File: src/design/pcl_pkg.sv
`timescale 1ns / 1ps

package pcl_pkg;

    // fixed widths of the shared datapath
    localparam int unsigned WORD_W = 64;
    localparam int unsigned ACC_W  = 192;
    localparam int unsigned STEP_W = 7;
    localparam int unsigned PC_W   = 6;
    localparam int unsigned UCODE_N = 37;

    // result fields
    localparam int unsigned CORR_W   = 16;
    localparam int unsigned FIT_W    = 32;
    localparam int unsigned COUNT_W  = 13;
    localparam int unsigned STATUS_W = 3;
    localparam int unsigned OUT_W    = 96;

    typedef enum logic [STATUS_W-1:0] {
        ST_OK     = 3'd0,
        ST_FEW    = 3'd1,
        ST_XCONST = 3'd2,
        ST_YCONST = 3'd3,
        ST_OVF    = 3'd4
    } fit_status_t;

    // operand limbs of the shared multiplier
    typedef enum logic [4:0] {
        SRC_ZERO, SRC_X, SRC_Y, SRC_N,
        SRC_SX_LO, SRC_SX_HI, SRC_SY_LO, SRC_SY_HI,
        SRC_SXY_LO, SRC_SXY_HI, SRC_SXX_LO, SRC_SXX_HI, SRC_SYY_LO, SRC_SYY_HI,
        SRC_CXX_LO, SRC_CXX_HI, SRC_CYY_LO, SRC_CYY_HI, SRC_MXY_LO, SRC_MXY_HI,
        SRC_SL_LO, SRC_SL_HI, SRC_K16, SRC_TRIAL, SRC_T2,
        SRC_P0, SRC_P1, SRC_P2, SRC_P3
    } src_t;

    // where a finished micro-op lands
    typedef enum logic [3:0] {
        D_NONE, D_SXY, D_SXX, D_SYY, D_CXY, D_CXX, D_CYY, D_P, D_L, D_NUM, D_T2
    } dst_t;

    typedef struct packed {
        src_t       opa;
        src_t       opb;
        logic [1:0] sh;     // product shift in 32-bit limbs
        logic       sub;
        logic       clr;    // start from zero instead of the accumulator
        dst_t       dst;
        logic       last;
    } uop_t;

    typedef struct packed {
        logic              start;
        logic [STEP_W-1:0] steps;
    } div_ctl_t;

    // program entry points
    localparam logic [PC_W-1:0] PC_ACC   = 6'd0;
    localparam logic [PC_W-1:0] PC_C     = 6'd3;
    localparam logic [PC_W-1:0] PC_PL    = 6'd18;
    localparam logic [PC_W-1:0] PC_NUM   = 6'd26;
    localparam logic [PC_W-1:0] PC_TRIAL = 6'd31;

    localparam uop_t UCODE [UCODE_N] = '{
        // per pair: products into the running sums
        '{SRC_X,      SRC_Y,      2'd0, 1'b0, 1'b1, D_SXY,  1'b0},
        '{SRC_X,      SRC_X,      2'd0, 1'b0, 1'b1, D_SXX,  1'b0},
        '{SRC_Y,      SRC_Y,      2'd0, 1'b0, 1'b1, D_SYY,  1'b1},
        // cxy = n*sxy - sx*sy modulo 2^64
        '{SRC_N,      SRC_SXY_LO, 2'd0, 1'b0, 1'b1, D_NONE, 1'b0},
        '{SRC_N,      SRC_SXY_HI, 2'd1, 1'b0, 1'b0, D_NONE, 1'b0},
        '{SRC_SX_LO,  SRC_SY_LO,  2'd0, 1'b1, 1'b0, D_NONE, 1'b0},
        '{SRC_SX_HI,  SRC_SY_LO,  2'd1, 1'b1, 1'b0, D_NONE, 1'b0},
        '{SRC_SX_LO,  SRC_SY_HI,  2'd1, 1'b1, 1'b0, D_CXY,  1'b0},
        // cxx
        '{SRC_N,      SRC_SXX_LO, 2'd0, 1'b0, 1'b1, D_NONE, 1'b0},
        '{SRC_N,      SRC_SXX_HI, 2'd1, 1'b0, 1'b0, D_NONE, 1'b0},
        '{SRC_SX_LO,  SRC_SX_LO,  2'd0, 1'b1, 1'b0, D_NONE, 1'b0},
        '{SRC_SX_HI,  SRC_SX_LO,  2'd1, 1'b1, 1'b0, D_NONE, 1'b0},
        '{SRC_SX_LO,  SRC_SX_HI,  2'd1, 1'b1, 1'b0, D_CXX,  1'b0},
        // cyy
        '{SRC_N,      SRC_SYY_LO, 2'd0, 1'b0, 1'b1, D_NONE, 1'b0},
        '{SRC_N,      SRC_SYY_HI, 2'd1, 1'b0, 1'b0, D_NONE, 1'b0},
        '{SRC_SY_LO,  SRC_SY_LO,  2'd0, 1'b1, 1'b0, D_NONE, 1'b0},
        '{SRC_SY_HI,  SRC_SY_LO,  2'd1, 1'b1, 1'b0, D_NONE, 1'b0},
        '{SRC_SY_LO,  SRC_SY_HI,  2'd1, 1'b1, 1'b0, D_CYY,  1'b1},
        // p = cxx*cyy, full 128 bits
        '{SRC_CXX_LO, SRC_CYY_LO, 2'd0, 1'b0, 1'b1, D_NONE, 1'b0},
        '{SRC_CXX_HI, SRC_CYY_LO, 2'd1, 1'b0, 1'b0, D_NONE, 1'b0},
        '{SRC_CXX_LO, SRC_CYY_HI, 2'd1, 1'b0, 1'b0, D_NONE, 1'b0},
        '{SRC_CXX_HI, SRC_CYY_HI, 2'd2, 1'b0, 1'b0, D_P,    1'b0},
        // l = mxy*mxy, scaled by 2^30 on write
        '{SRC_MXY_LO, SRC_MXY_LO, 2'd0, 1'b0, 1'b1, D_NONE, 1'b0},
        '{SRC_MXY_HI, SRC_MXY_LO, 2'd1, 1'b0, 1'b0, D_NONE, 1'b0},
        '{SRC_MXY_LO, SRC_MXY_HI, 2'd1, 1'b0, 1'b0, D_NONE, 1'b0},
        '{SRC_MXY_HI, SRC_MXY_HI, 2'd2, 1'b0, 1'b0, D_L,    1'b1},
        // intercept numerator sy*65536 - slope*sx modulo 2^64
        '{SRC_SY_LO,  SRC_K16,    2'd0, 1'b0, 1'b1, D_NONE, 1'b0},
        '{SRC_SY_HI,  SRC_K16,    2'd1, 1'b0, 1'b0, D_NONE, 1'b0},
        '{SRC_SL_LO,  SRC_SX_LO,  2'd0, 1'b1, 1'b0, D_NONE, 1'b0},
        '{SRC_SL_HI,  SRC_SX_LO,  2'd1, 1'b1, 1'b0, D_NONE, 1'b0},
        '{SRC_SL_LO,  SRC_SX_HI,  2'd1, 1'b1, 1'b0, D_NUM,  1'b1},
        // one root trial: trial squared, bubble, then trial^2 * p
        '{SRC_TRIAL,  SRC_TRIAL,  2'd0, 1'b0, 1'b1, D_T2,   1'b0},
        '{SRC_ZERO,   SRC_ZERO,   2'd0, 1'b0, 1'b1, D_NONE, 1'b0},
        '{SRC_T2,     SRC_P0,     2'd0, 1'b0, 1'b1, D_NONE, 1'b0},
        '{SRC_T2,     SRC_P1,     2'd1, 1'b0, 1'b0, D_NONE, 1'b0},
        '{SRC_T2,     SRC_P2,     2'd2, 1'b0, 1'b0, D_NONE, 1'b0},
        '{SRC_T2,     SRC_P3,     2'd3, 1'b0, 1'b0, D_NONE, 1'b1}
    };

endpackage

File: src/design/pcl_div.sv
`timescale 1ns / 1ps

// restoring divider, one quotient bit per cycle
module pcl_div
    import pcl_pkg::*;
(
    input  logic              clk,
    input  logic              rst_n,
    input  div_ctl_t          ctl,
    input  logic [WORD_W-1:0] rem_init,
    input  logic [WORD_W-1:0] dvd_init,
    input  logic [WORD_W-1:0] divisor,
    output logic              busy,
    output logic [WORD_W-1:0] quot
);

    logic              busy_reg;
    logic [STEP_W-1:0] cnt_reg;
    logic [WORD_W-1:0] rem_reg;
    logic [WORD_W-1:0] dvd_reg;
    logic [WORD_W-1:0] d_reg;
    logic [WORD_W-1:0] q_reg;
    logic [WORD_W:0]   shifted;
    logic [WORD_W:0]   diff;
    logic              fits;

    // trial subtract of the divisor from the shifted remainder
    assign shifted = {rem_reg, dvd_reg[WORD_W-1]};
    assign diff    = shifted - {1'b0, d_reg};
    assign fits    = shifted >= {1'b0, d_reg};

    // step control
    always_ff @(posedge clk or negedge rst_n)
    begin
        if (!rst_n)
        begin
            busy_reg <= 1'b0;
            cnt_reg  <= '0;
        end
        else if (ctl.start)
        begin
            busy_reg <= 1'b1;
            cnt_reg  <= ctl.steps;
        end
        else if (busy_reg)
        begin
            cnt_reg <= cnt_reg - 1'b1;
            if (cnt_reg == STEP_W'(1))
            begin
                busy_reg <= 1'b0;
            end
        end
    end

    // remainder and quotient
    always_ff @(posedge clk)
    begin
        if (ctl.start)
        begin
            rem_reg <= rem_init;
            dvd_reg <= dvd_init;
            d_reg   <= divisor;
            q_reg   <= '0;
        end
        else if (busy_reg)
        begin
            rem_reg <= fits ? diff[WORD_W-1:0] : shifted[WORD_W-1:0];
            dvd_reg <= {dvd_reg[WORD_W-2:0], 1'b0};
            q_reg   <= {q_reg[WORD_W-2:0], fits};
        end
    end

    assign busy = busy_reg;
    assign quot = q_reg;

endmodule
File: config.mk
export PLATFORM = sky130hd
export DESIGN_NAME = pcl_div
export DESIGN_NICKNAME = d
export VERILOG_FILES = /design/src/design/pcl_pkg.sv /design/src/design/pcl_div.sv
export SDC_FILE = /design/constraint.sdc
export NUM_CORES = 1
export LEC_CHECK = 0
export BUFFER_PORTS_ARGS = -buffer_cell sky130_fd_sc_hd__buf_2
export CAP_MARGIN = 20
export CORE_MARGIN = 2
export CORE_UTILIZATION = 30
export CTS_CLUSTER_SIZE = 25
export DETAILED_ROUTE_END_ITERATION = 10
export MAX_ROUTING_LAYER = met4
export PLACE_DENSITY = 0.45
export SLEW_MARGIN = 0
export SYNTH_ARGS = -nofsm -noshare
export SYNTH_HDL_FRONTEND = slang
export SYNTH_SLANG_ARGS = --single-unit
export TNS_END_PERCENT = 30
File: constraint.sdc
create_clock -name clk -period 4.1 [get_ports clk]
set_clock_uncertainty 0.05 [all_clocks]
set_input_delay 0.615 -clock clk [delete_from_list [all_inputs] [get_ports clk]]
set_output_delay 0.615 -clock clk [all_outputs]
set_load 0.02 [all_outputs]
==> results.cfg <==
[run_status]
status = finished clean

[sta]
worst_pin_slew_ns = 0.9508
fin_setup_tns_ns = 0
layout_worst_path_cycle_share = 0.9265
rsz0062_at_grt = no
slew_headroom = 0.3661
fmax_ghz = 0.2632
hold_violations = 0
finalSetupViolations = 0
period_needed_ns = 3.799
worst_slack_ns = 0.3013
drv_slew = 0

[global_routing]
grt_pass1_wl_um = 64680
grt_overflow = 0
grt_max_degree = 169
grt_antenna_before_repair = 19
grtUsageTotal = 0.1673
grt_pass1_vias = 11463

[yosys]
synth_flop_cell = edfxtp_1
synth_nets = 1647
yosys_warnings = 0
synth_edf_count = 192
avgSynthCellArea_um2 = 10.73
yosysTopAreaCell = edfxtp_1
synth_cell_types = 82
yosys_register_bits = 264
synth.most_common_cell = edfxtp_1
synth_area_um2 = 14790
synthTopCellsByCount = edfxtp_1, nor2_1, a21oi_1
synth_area_leaders = edfxtp_1, dfxtp_1, mux2i_1
ys_seq_area_frac = 0.4900
netlist.area_leader.share = 0.3898
ys_async_sr_fraction = 0.03030
netlist_instances = 1378

[clock_tree]
post_cts_buffers = 0
clk_pin_slew_worst_paths_ns = 0.05
cts_sinks = 264
clock_latency_ns = 0.55
cts_buffers = 35
cts_tree = done
cts_root_buf = clkbuf_16
h-tree-depth = 2
clock_path_buffers = 3

[finish]
drive_gt1_frac = 0.2626
nets = 1898
areaGrowthSynthToFinish_pct = 20.80
finish.utilization = 0.3658
stdcell_count = 2335

[critical_path]
cp_common_cell = buf_4
worstSetupPathType = register to register
r2r_start = rem_reg[0]
cp.required_ns = 4.33
critPathCaptureType = register
critPathMaxStageDelay_ns = 0.44
cp_slowest_cell = edfxtp_1
crit_start = rem_reg[0]
crit_fanout = 35
path_cells = ha_1 -> nor2b_2 -> o2111ai_2 -> a211oi_1 -> buf_4 -> a2111oi_2 -> buf_4 -> or3_1 -> a21oi_2 -> nor3_4 -> nor2_4 -> buf_12 -> mux2i_1 -> a21oi_1
r2r_cells = 14
worstPathArrival_ns = 4.03
setup.worst_path.start_class = register

[power]
p_leak_nw = 8.047
powerDensity_nw_per_um2 = 679.6
power.total_mw = 12.14
max-vdd-ir-drop_mv = 0.2917

[hold_path]
min-delay-start = divisor[47]
hold-path-cell-count = 1
worst_hold_path_type = input port to register

[detailed_routing]
antenna_left = 0
viasPerCell = 4.765
dr.pass1.iters = 5
wl_um = 41240
wl_per_cell_um = 17.66
vias = 11127
drc = 0
drt_iter0_markers = 614

[floorplan]
initial_core_util = 0.3028
die_area_um2 = 51090
fp.dieH_um = 226.0
fp-row-count = 81
core_area_um2 = 48850
fp.dieW_um = 226.0
io_pins = 267

[placed_design]
port_buffers = 266
dpl.cell_count = 2255
gp_congestion = 0.8788
pre_cts_ws_ns = 0.2381
dp_hpwl_um = 30620

[job]
cap_violations = 0
-- placed cells by master, fill, tap and decap left out, drive strengths merged, types with 45 or more instances in the layout --
cell type / count
mux2: 65
nor2: 157
dfxtp: 64
ha: 66
buf: 284
nand2: 87
a21oi: 126
mux2i: 113
o21ai: 65
inv: 83
edfxtp: 192
clkbuf: 45
-- metrics by stage --
step	instance area [um2]	hold WS (ns)
final	17870	0.1888
after global routing	17870	0.1599
after CTS	17810	0.1529
after detailed placement	16730	0.4263
after global placement	16730	0.4228
after floorplan	14790	0.2694
-- timing repair --
item / 4_1_cts / 5_1_grt
gates resized for setup: 0 / 2
setup endpoints to repair: 0 / 2
endpoints found under the hold margin: 8 / 0
hold buffers: 1 / 0
-- cell type report --
type | instances | area (um2)
fillers | 5097 | 30980
clock inverters | 16 | 131.4
well taps | 664 | 830.8
diodes | 18 | 45.04
clock buffers | 45 | 937.1
flip-flops and latches | 264 | 7251
multi-input cells | 961 | 6827
repair buffers | 285 | 1536
inverters | 82 | 309.0
-- critical path: cells and delay by family (launching register included) --
family / cells / cell delay, ns
adder cells (fa/ha/maj): 1 / 0.32
AND/OR/NAND/NOR: 4 / 0.93
AO/OA/AOI/OAI: 5 / 0.86
buffers and inverters: 3 / 0.62
multiplexers: 1 / 0.29
flip-flops: 1 / 0.44
-- worst paths after layout --
kind / slack (ns) / endpoint
min in group asynchronous: 0.40 / cnt_reg[0]
hold reg to reg: 0.44 / quot[63]
setup / recovery: 0.30 / rem_reg[41]
setup reg to reg: 0.30 / rem_reg[41]
hold / removal: 0.19 / d_reg[47]
max in group asynchronous: 3.40 / busy
-- cells by family (layout without fill, tap and decap cells) --
group / Yosys count / count (layout) / synth area share
other cells: 0 / 18 / 0
mux: 178 / 178 / 0.1260
compound gates: 297 / 297 / 0.1268
buf+inv: 153 / 428 / 0.04983
flops: 264 / 264 / 0.4900
xor+xnor: 63 / 63 / 0.03731
simple gates: 356 / 356 / 0.1129
fa+ha+maj: 67 / 67 / 0.05719
-- report_power, final --
group	switching, mW	total (mW)	internal, mW	leakage [nW]
Sequential	0.257	3.74	3.49	2.58
Clock	1.23	2.92	1.69	0.528
Combinational	3.17	5.48	2.31	4.94
-- metal layers --
| layer | part of all wire | vias to the layer above | global-route usage | wire (um) |
|---|---|---|---|---|
| li1 | - | 5549 | - | - |
| met1 | 0.46 | 5255 | 0.2128 | 18780 |
| met2 | 0.45 | 260 | 0.2605 | 18740 |
| met3 | 0.071 | 63 | 0.04905 | 2923 |
| met4 | 0.019 | 0 | 0.04287 | 795 |
| met5 | 0 | - | - | 0 |
Power figures use the tool's default switching activity.
